[config.mk]
export PLATFORM = sky130hd
export DESIGN_NAME = rms_norm_ctrl
export DESIGN_NICKNAME = d
export VERILOG_FILES = /design/src/rtl/rms_norm_pkg.sv /design/src/rtl/rms_norm_ctrl.sv
export SDC_FILE = /design/constraint.sdc
export NUM_CORES = 1
export LEC_CHECK = 0
export BUFFER_PORTS_ARGS = -buffer_cell sky130_fd_sc_hd__buf_2
export CELL_PAD_IN_SITES_DETAIL_PLACEMENT = 0
export CELL_PAD_IN_SITES_GLOBAL_PLACEMENT = 1
export CORE_UTILIZATION = 36
export CTS_CLUSTER_SIZE = 24
export DETAILED_ROUTE_END_ITERATION = 6
export HOLD_SLACK_MARGIN = 0.08
export PLACE_DENSITY = 0.77
export REMOVE_ABC_BUFFERS = 1
export SLEW_MARGIN = 15
export SYNTH_ARGS = -nofsm -noshare
export SYNTH_HDL_FRONTEND = slang
export SYNTH_SLANG_ARGS = --single-unit
export TNS_END_PERCENT = 30
[constraint.sdc]
create_clock -name clk -period 1.6 [get_ports clk]
set_input_delay 0.16 -clock clk [delete_from_list [all_inputs] [get_ports clk]]
set_output_delay 0.16 -clock clk [all_outputs]
set_load 0.05 [all_outputs]
[src/rtl/rms_norm_pkg.sv]
// ----------------------------------------------------------------------------
// RMS normalizer package
// Sizes, command codes and controller/datapath signal groups.
// ----------------------------------------------------------------------------
package rms_norm_pkg;

    localparam int MAX_SAMPLES = 4096;
    localparam int ADDR_W      = $clog2(MAX_SAMPLES);
    localparam int CNT_W       = ADDR_W + 1;
    localparam int SAMPLE_W    = 16;
    localparam int SQ_W        = 2 * SAMPLE_W - 1;
    localparam int ENERGY_W    = SQ_W + CNT_W;
    localparam int SHIFT_K     = 50 - 2 * SAMPLE_W;
    localparam int TARGET_W    = 16;
    localparam int GAIN_W      = 32;
    localparam int FRAC_W      = 24;
    localparam int DIV_NUM_W   = 64;
    localparam int DIV_DEN_W   = DIV_NUM_W - FRAC_W;
    localparam int ROOT_W      = DIV_NUM_W / 2;
    localparam int EPS_Q24     = 17;
    localparam int INV_SHIFT   = 48;
    localparam int PADDR_W     = 3;
    localparam logic REG_TARGET = 1'b0;
    localparam logic [TARGET_W-1:0] TARGET_RESET = 16'd3685;

    localparam int OP_W = 5;
    typedef logic [OP_W-1:0] op_t;

    localparam op_t OP_NONE      = 5'd0;
    localparam op_t OP_LOAD      = 5'd1;
    localparam op_t OP_DIV_M1    = 5'd2;
    localparam op_t OP_SQRT      = 5'd3;
    localparam op_t OP_DIV_G1    = 5'd4;
    localparam op_t OP_LOUD_INIT = 5'd5;
    localparam op_t OP_LOUD_SQ   = 5'd6;
    localparam op_t OP_LOUD_CMP  = 5'd7;
    localparam op_t OP_DIV_M2    = 5'd8;
    localparam op_t OP_AMUL      = 5'd9;
    localparam op_t OP_DIV_G2    = 5'd10;
    localparam op_t OP_TMUL      = 5'd11;
    localparam op_t OP_DIV_INV   = 5'd12;
    localparam op_t OP_INV_SET   = 5'd13;
    localparam op_t OP_DMUL      = 5'd14;
    localparam op_t OP_DOUT      = 5'd15;
    localparam op_t OP_EMPTY     = 5'd16;

    typedef struct packed {
        op_t  op;
        logic new_clip;
    } cmd_t;

    typedef struct packed {
        logic div_busy;
        logic sqrt_busy;
        logic ptr_end;
        logic ptr_last;
        logic loud_zero;
        logic out_busy;
    } sts_t;

    function automatic logic [GAIN_W-1:0] sat32(input logic [DIV_NUM_W-1:0] v);
        sat32 = (v[DIV_NUM_W-1:GAIN_W] != '0) ? '1 : v[GAIN_W-1:0];
    endfunction

endpackage

[src/rtl/rms_norm_ctrl.sv]
// ----------------------------------------------------------------------------
// RMS normalizer controller
// Sequences loading, clip analysis and draining of one clip.
// ----------------------------------------------------------------------------
module rms_norm_ctrl import rms_norm_pkg::*;
(
    input  logic clk,
    input  logic rst_n,
    input  logic in_valid,
    input  logic in_mode,
    input  logic in_clip_end,
    output logic in_ready,
    output cmd_t cmd,
    input  sts_t sts
);

    localparam logic [4:0] S_IDLE  = 5'd0;
    localparam logic [4:0] S_M1    = 5'd1;
    localparam logic [4:0] S_M1W   = 5'd2;
    localparam logic [4:0] S_R1    = 5'd3;
    localparam logic [4:0] S_R1W   = 5'd4;
    localparam logic [4:0] S_G1    = 5'd5;
    localparam logic [4:0] S_G1W   = 5'd6;
    localparam logic [4:0] S_LINIT = 5'd7;
    localparam logic [4:0] S_LRD   = 5'd8;
    localparam logic [4:0] S_LSQ   = 5'd9;
    localparam logic [4:0] S_LCMP  = 5'd10;
    localparam logic [4:0] S_M2    = 5'd11;
    localparam logic [4:0] S_M2W   = 5'd12;
    localparam logic [4:0] S_R2    = 5'd13;
    localparam logic [4:0] S_R2W   = 5'd14;
    localparam logic [4:0] S_AMUL  = 5'd15;
    localparam logic [4:0] S_G2    = 5'd16;
    localparam logic [4:0] S_G2W   = 5'd17;
    localparam logic [4:0] S_TMUL  = 5'd18;
    localparam logic [4:0] S_INV   = 5'd19;
    localparam logic [4:0] S_INVW  = 5'd20;
    localparam logic [4:0] S_DRD   = 5'd21;
    localparam logic [4:0] S_DMUL  = 5'd22;
    localparam logic [4:0] S_DOUT  = 5'd23;
    localparam logic [4:0] S_EMPTY = 5'd24;

    localparam logic [1:0] PH_IDLE  = 2'd0;
    localparam logic [1:0] PH_LOAD  = 2'd1;
    localparam logic [1:0] PH_DRAIN = 2'd2;

    logic [4:0] state_reg;
    logic [4:0] state_next;
    logic [1:0] phase_reg;
    logic [1:0] phase_next;
    logic       pend_reg;
    logic       pend_next;

    assign in_ready = state_reg == S_IDLE;

    always_comb
    begin
        state_next = state_reg;
        phase_next = phase_reg;
        pend_next  = pend_reg;
        cmd        = '{op: OP_NONE, new_clip: 1'b0};
        unique case (state_reg)
            S_IDLE:
            begin
                if (in_valid)
                begin
                    if (!in_mode)
                    begin
                        cmd.op       = OP_LOAD;
                        cmd.new_clip = phase_reg != PH_LOAD;
                        phase_next   = PH_LOAD;
                        if (in_clip_end)
                        begin
                            state_next = S_M1;
                            pend_next  = 1'b0;
                        end
                    end
                    else
                    begin
                        priority if (phase_reg == PH_LOAD)
                        begin
                            state_next = S_M1;
                            pend_next  = 1'b1;
                        end
                        else if (phase_reg == PH_DRAIN)
                        begin
                            state_next = S_DRD;
                        end
                        else
                        begin
                            state_next = S_EMPTY;
                        end
                    end
                end
            end
            S_M1:
            begin
                cmd.op     = OP_DIV_M1;
                state_next = S_M1W;
            end
            S_M1W:
            begin
                if (!sts.div_busy)
                begin
                    state_next = S_R1;
                end
            end
            S_R1:
            begin
                cmd.op     = OP_SQRT;
                state_next = S_R1W;
            end
            S_R1W:
            begin
                if (!sts.sqrt_busy)
                begin
                    state_next = S_G1;
                end
            end
            S_G1:
            begin
                cmd.op     = OP_DIV_G1;
                state_next = S_G1W;
            end
            S_G1W:
            begin
                if (!sts.div_busy)
                begin
                    state_next = S_LINIT;
                end
            end
            S_LINIT:
            begin
                cmd.op     = OP_LOUD_INIT;
                state_next = S_LRD;
            end
            S_LRD:
            begin
                priority if (!sts.ptr_end)
                begin
                    state_next = S_LSQ;
                end
                else if (sts.loud_zero)
                begin
                    state_next = S_AMUL;
                end
                else
                begin
                    state_next = S_M2;
                end
            end
            S_LSQ:
            begin
                cmd.op     = OP_LOUD_SQ;
                state_next = S_LCMP;
            end
            S_LCMP:
            begin
                cmd.op     = OP_LOUD_CMP;
                state_next = S_LRD;
            end
            S_M2:
            begin
                cmd.op     = OP_DIV_M2;
                state_next = S_M2W;
            end
            S_M2W:
            begin
                if (!sts.div_busy)
                begin
                    state_next = S_R2;
                end
            end
            S_R2:
            begin
                cmd.op     = OP_SQRT;
                state_next = S_R2W;
            end
            S_R2W:
            begin
                if (!sts.sqrt_busy)
                begin
                    state_next = S_AMUL;
                end
            end
            S_AMUL:
            begin
                cmd.op     = OP_AMUL;
                state_next = S_G2;
            end
            S_G2:
            begin
                cmd.op     = OP_DIV_G2;
                state_next = S_G2W;
            end
            S_G2W:
            begin
                if (!sts.div_busy)
                begin
                    state_next = S_TMUL;
                end
            end
            S_TMUL:
            begin
                cmd.op     = OP_TMUL;
                state_next = S_INV;
            end
            S_INV:
            begin
                cmd.op     = OP_DIV_INV;
                state_next = S_INVW;
            end
            S_INVW:
            begin
                if (!sts.div_busy)
                begin
                    cmd.op     = OP_INV_SET;
                    phase_next = PH_DRAIN;
                    state_next = pend_reg ? S_DRD : S_IDLE;
                end
            end
            S_DRD:
            begin
                state_next = S_DMUL;
            end
            S_DMUL:
            begin
                cmd.op     = OP_DMUL;
                state_next = S_DOUT;
            end
            S_DOUT:
            begin
                if (!sts.out_busy)
                begin
                    cmd.op     = OP_DOUT;
                    state_next = S_IDLE;
                    if (sts.ptr_last)
                    begin
                        phase_next = PH_IDLE;
                    end
                end
            end
            S_EMPTY:
            begin
                if (!sts.out_busy)
                begin
                    cmd.op     = OP_EMPTY;
                    state_next = S_IDLE;
                end
            end
            default:
            begin
                state_next = S_IDLE;
            end
        endcase
    end

    always_ff @(posedge clk or negedge rst_n)
    begin
        if (!rst_n)
        begin
            state_reg <= S_IDLE;
            phase_reg <= PH_IDLE;
            pend_reg  <= 1'b0;
        end
        else
        begin
            state_reg <= state_next;
            phase_reg <= phase_next;
            pend_reg  <= pend_next;
        end
    end

endmodule

==> results of run 1 <==
## stage by stage
stage	util (%)	setup WS, ns
2_1_floorplan	-	-0.929
3_3_place_gp	48.9	-0.315
3_5_place_dp	48.9	-0.330
4_1_cts	56.2	-0.508
5_1_grt	56.5	-0.542
6_report	56.5	-0.507
## worst register-to-register path, cell delays in order, from the launching register on
cell and delay, ns:
dfrtp_1 0.37, buf_4 0.18, nor4bb_1 0.15, o311ai_1 0.29, nand4_1 0.20, a31oi_4 0.24
mux2_2 0.36
## power by group through the flow
| stage | Clock, mW | Sequential [mW] | Combinational (mW) |
|---|---|---|---|
| floorplan | 0 | 0.594 | 1.38 |
| finish | 0.159 | 0.355 | 3.22 |
| global placement | 0 | 0.356 | 2.62 |
| global route | 0.172 | 0.360 | 3.44 |
| CTS | 0.169 | 0.352 | 3.10 |
| detailed placement | 0 | 0.360 | 2.65 |
## final cells by class
cell class	instances	area, um2
Tap cell	31	38.8
Inverter	8	33.8
Clock buffer	3	22.5
Sequential cell	8	201
Timing Repair Buffer	59	484
Multi-Input combinational cell	113	778
Fill cell	268	1200
## synthesized netlist by cell type
library cell  count  area [um2]
nor2_4            1        11.3
o21ai_0          14        70.1
o32ai_1           2        17.5
nand2_1          14        52.6
buf_4             1        7.51
a21oi_1          10        50.1
a31oi_4           1        21.3
nand4_1           4        25.0
o311ai_1          1        8.76
ha_1              2        25.0
nand3b_1          1        7.51
o311ai_0          1        8.76
nor2_1           10        37.5
nor3b_1           3        22.5
or4_4             2        22.5
nand2b_1          2        12.5
mux2i_1           1        10.0
a221oi_1          1        8.76
o2111ai_1         2        17.5
o211ai_1          1        7.51
dfrtp_1           8         200
nor2b_1           4        25.0
a2bb2oi_1         1        8.76
a32oi_1           3        26.3
o22ai_1           2        12.5
nor3_1            2        10.0
nor4bb_1          2        20.0
o221ai_1          1        8.76
xnor2_1           2        17.5
o21bai_1          4        30.0
a31oi_1           6        37.5
a22oi_1           1        7.51
buf_6             2        22.5
clkbuf_1          7        26.3
mux2_2            3        33.8
o2bb2ai_1         1        8.76
and4b_1           1        10.0
a22oi_2           1        12.5
nand3_1           5        25.0
buf_2             4        20.0
a211o_1           1        8.76
inv_1             8        30.0
## path summary, 6_finish.rpt
path	startpoint	to	slack, ns	depth (start not counted)
min in group asynchronous	rst_n	phase_reg[1]	0.27	2
worst min-delay path	in_valid	pend_reg	0.21	3
worst max-delay path	state_reg[4]	cmd[1]	-0.51	4
worst min register to register	phase_reg[0]	phase_reg[0]	0.57	2
max in group asynchronous	rst_n	state_reg[3]	1.15	2
worst max register to register	state_reg[2]	state_reg[4]	-0.32	6
## logic make-up (layout without fill, tap and decap cells)
kind of cell,after synthesis,count (layout),synth area share (%)
buffers and inverters,22,70,10.2
AOI/OAI and AO/OA,54,54,35.5
xor gates and xnor gates,2,2,1.67
DFF,8,8,19.1
adders and majority gates,2,2,2.39
and+or+nand+nor,51,51,26.9
muxes,4,4,4.19
## per-layer routing
layer  part of all wire (%)  vias to the layer above  global-route usage, %
li1                       -                      635                      -
met1                     40                      626                   29.0
met2                     51                       53                   41.3
met3                    7.1                        7                   4.42
met4                    1.9                        0                   4.88
met5                      0                        -                      0
## what timing repair did
action,in CTS,in global routing
hold buffers,1,0
gates resized for setup,30,2
pin swaps,3,0
hold endpoints to repair,8,0
setup endpoints to repair,15,15
cloned,1,0
setup buffers,6,0
==> flow_summary.json, run 1 <==
{
  "grt_pass1_wl_mm": 5.73,
  "fin_nets": 206,
  "dp.cells": 211,
  "path_max_fanout": 3,
  "avgRoutedWirePerCell_um": 16.1,
  "final.setup.tns_ns": -3.78,
  "cp_data_arrival_time_ns": 1.95,
  "cts_tree": "yes",
  "cts_buffers": 3,
  "final_common_cell": "buf_4",
  "power_density_nw_per_um2": 2400,
  "viasPerCell": 5.95,
  "period_share_pct": 132,
  "num_vias": 1321,
  "hp-class": "in2reg",
  "io_pins": 18,
  "antenna_cells": 0,
  "grt_remaining_overflow": 0,
  "drt-pass1-iter-count": 4,
  "place_hpwl_mm": 2.44,
  "combPwrFrac_pct": 86.2,
  "fmax_mhz": 475,
  "yosysWarnings": 0,
  "rsz0062_at_grt": "true",
  "grtUsageTotal_pct": 23.2,
  "cts.reportedPaths.clkPinSlew_ns": 0.06,
  "clock-sinks": 8,
  "endpoint_kind": "output port",
  "row_count": 19,
  "placed_cell_area_um2": 1350,
  "synthToLayoutAreaGrowth_pct": 49.0,
  "netlist_area_um2": 1050,
  "crit_buf_inv": 1,
  "violations": "negative setup slack",
  "largest_reg_flops": 5,
  "crit_path_start_kind": "register",
  "status": "finished, violations left",
  "place.gp.congestion": 0.883,
  "finalSetupViolCount": 15,
  "critical_path_required_ns": 1.44,
  "p_int_mw": 1.91,
  "crit_path_cell_trace": "or4_4 > or4_4 > o2111ai_2 > buf_6",
  "vdd_drop_max_mv": 1.43,
  "antenna_found_initial": 0,
  "die-area_um2": 3130,
  "period_minus_slack_ns": 2.11,
  "clk_latency_ns": 0.26,
  "h-tree-depth": 1,
  "whs_ns": 0.208,
  "slew_headroom_pct": 75.3,
  "start_util_pct": 37.9,
  "totalPowerFinal_mw": 3.74,
  "leakage_nw": 0.678,
  "layout-drive-gt1-share_pct": 41.9,
  "wl_mm": 3.58,
  "fin_cells": 222,
  "crit_path_top_delay_cell": "or4_4",
  "max_stage_delay_ns": 0.54,
  "drt_iter0_drc": 50,
  "setup_ws_ns": -0.507,
  "synth_cell_types": 42,
  "finalHoldViolCount": 0,
  "slew_viol_final": 0,
  "ant_nets": 0,
  "core-area_um2": 2760,
  "clkPwrFrac_pct": 4.3,
  "ys_seq_area_share_pct": 19.1,
  "crit_type": "reg2out",
  "chipHeight_um": 55.9,
  "skew_ns": 0.00424,
  "final_cell_mix": "buf_4, nand2_1, o21ai_0",
  "root_buffer": "clkbuf_4",
  "drc_errors": 0,
  "clock_path_buffers": 2,
  "seqPwrFrac_pct": 9.5,
  "ys_seq_elements": 8,
  "crit_family": "simple AND/OR/NAND/NOR gates",
  "tightest_slew_ns": 0.365,
  "final_area_um2": 1560,
  "portBuffers": 17,
  "cap_violations": 0,
  "cp_common_cell": "or4_4",
  "syn_area_per_cell_um2": 7.31,
  "die_w_um": 55.9,
  "netSwitchingFraction_pct": 49.0,
  "netlist_instances": 143,
  "p_sw_mw": 1.83,
  "grt_pass1_vias": 1240,
  "grt_max_degree": 23
}
Power figures use the tool's default switching activity.
==> run 2, diff against run 1 <==
CORE_UTILIZATION = 40   (was 36)
PLACE_DENSITY = 0.81   (was 0.77)
clock period = 2.4 ns   (was 1.6 ns; I/O delays follow)
==> flow_summary.json, run 2 (synthesis results as in run 1) <==
{
  "status": "finished, violations left",
  "timing.rr.end": "state_reg[4]",
  "die_w_um": 53.1,
  "chipHeight_um": 53.1,
  "cts.reportedPaths.clkPinSlew_ns": 0.06,
  "synthToLayoutAreaGrowth_pct": 11.8,
  "drc_errors": 2,
  "clock_path_buffers": 2,
  "start_util_pct": 42.2,
  "final_common_cell": "buf_2",
  "seqPwrFrac_pct": 13.6,
  "place.gp.congestion": 0.854,
  "drt-pass1-iter-count": 7,
  "vdd_drop_max_mv": 0.749,
  "clk_latency_ns": 0.26,
  "num_vias": 1134,
  "drt_iter0_drc": 39,
  "die-area_um2": 2820,
  "crit_path_start_kind": "register",
  "crit_type": "reg2out",
  "netSwitchingFraction_pct": 57.2,
  "h-tree-depth": 1,
  "skew_ns": 0.00967,
  "largest_reg_flops": 5,
  "place_hpwl_mm": 2.02,
  "hold_start": "sts[5]",
  "tightest_slew_ns": 0.419,
  "grt_pass1_wl_mm": 4.69,
  "hp-class": "in2reg",
  "post-cts-setup-buffer-count": 0,
  "clkPwrFrac_pct": 6.1,
  "slew_viol_final": 0,
  "antenna_found_initial": 0,
  "finalSetupViolCount": 0,
  "row_count": 18,
  "fin_nets": 171,
  "max_stage_delay_ns": 0.56,
  "cp_common_cell": "or4_4",
  "crit_buf_inv": 1,
  "crit_path_cell_trace": "or4_4 > or4_4 > o2111ai_1 > buf_2",
  "ant_nets": 0,
  "cap_violations": 0,
  "p_int_mw": 0.767,
  "totalPowerFinal_mw": 1.79,
  "layout-drive-gt1-share_pct": 21.8,
  "crit_family": "simple AND/OR/NAND/NOR gates",
  "r2r_setup_slack_ns": 0.35,
  "cp_data_arrival_time_ns": 2.07,
  "violations": "design-rule violations",
  "grt_remaining_overflow": 0,
  "core-area_um2": 2480,
  "final_area_um2": 1170,
  "period_share_pct": 96.2,
  "combPwrFrac_pct": 80.3,
  "cts_tree": "yes",
  "r2r_start": "state_reg[1]",
  "rsz0062_at_grt": "false",
  "clock-sinks": 8,
  "portBuffers": 17,
  "final.setup.tns_ns": 0,
  "period_minus_slack_ns": 2.31,
  "viasPerCell": 6.10,
  "hold_end": "phase_reg[1]",
  "path_max_fanout": 3,
  "whs_ns": 0.263,
  "fmax_mhz": 433,
  "cts_buffers": 3,
  "wl_mm": 2.79,
  "endpoint_kind": "output port",
  "critical_path_required_ns": 2.16,
  "r2r_cells": 6,
  "grtUsageTotal_pct": 23.2,
  "root_buffer": "clkbuf_4",
  "finalHoldViolCount": 0,
  "avgRoutedWirePerCell_um": 15.0,
  "final_cell_mix": "buf_2, nand2_1, o21ai_0",
  "grt_pass1_vias": 1027,
  "grt_max_degree": 32,
  "slew_headroom_pct": 71.7,
  "hold_path_depth": 2,
  "power_density_nw_per_um2": 1530,
  "p_sw_mw": 1.02,
  "antenna_cells": 0,
  "io_pins": 18,
  "crit_path_top_delay_cell": "or4_4",
  "placed_cell_area_um2": 1140,
  "leakage_nw": 0.478
}
## run 2: cell count changes in the layout (fill, tap and decap cells not counted), sizes merged
cell / before / now
buf: 57 / 23
bufbuf: 1 / 0
clkinvlp: 1 / 0
inv: 7 / 8
## run 2: final cells by class
| class | instances | area [um2] |
|---|---|---|
| Clock buffer | 3 | 22.5 |
| Fill cell | 270 | 1310 |
| Inverter | 8 | 30.0 |
| Multi-Input combinational cell | 113 | 739 |
| Sequential cell | 8 | 200 |
| Tap cell | 30 | 37.5 |
| Timing Repair Buffer | 24 | 140 |
## run 2: metal layers
| metal | up-vias | global-route usage [%] | part of all wire [%] |
|---|---|---|---|
| li1 | 564 | - | - |
| met1 | 522 | 30.7 | 48 |
| met2 | 43 | 38.0 | 46 |
| met3 | 5 | 2.87 | 4.8 |
| met4 | 0 | 8.77 | 1.4 |
| met5 | - | 0 | 0 |
## run 2: timing repair
item                      in CTS  in global routing
gates resized for setup        0                  0
hold endpoints to repair       8                  0
hold buffers                   1                  0
## run 2: how the worst max path moves through the flow
| stage | from | endpoint | cells after the start |
|---|---|---|---|
| after global routing | state_reg[2] | cmd[1] | 4 |
| after CTS | state_reg[4] | cmd[1] | 4 |
| after global placement | state_reg[4] | cmd[1] | 4 |
| final | state_reg[4] | cmd[1] | 4 |
| after detailed placement | state_reg[4] | cmd[1] | 4 |
| after floorplan | state_reg[0] | cmd[2] | 4 |
## run 2: power by group through the flow
stage	clock network, mW	logic [mW]	registers [mW]
finish	0.109	1.44	0.244
global route	0.118	1.60	0.252
CTS	0.109	1.43	0.244
detailed placement	0	1.43	0.247
global placement	0	1.41	0.245
floorplan	0	0.921	0.396
## run 2: stage by stage
| stage | setup slack (ns) | cells | utilization [%] |
|---|---|---|---|
| 2_1_floorplan | -0.209 | 129 | - |
| 3_3_place_gp | 0.370 | 182 | 45.9 |
| 3_5_place_dp | 0.356 | 182 | 45.9 |
| 4_1_cts | 0.0796 | 186 | 47.2 |
| 5_1_grt | 0.0443 | 186 | 47.2 |
| 6_report | 0.0906 | 186 | 47.2 |
## run 2: worst reg2reg max path, cell delays in order, from the launching register on
cell and delay [ns]:
dfrtp_1 0.37, buf_4 0.23, nor3b_1 0.17, o311ai_1 0.27, nand4_1 0.23, a31oi_4 0.29
mux2_2 0.37
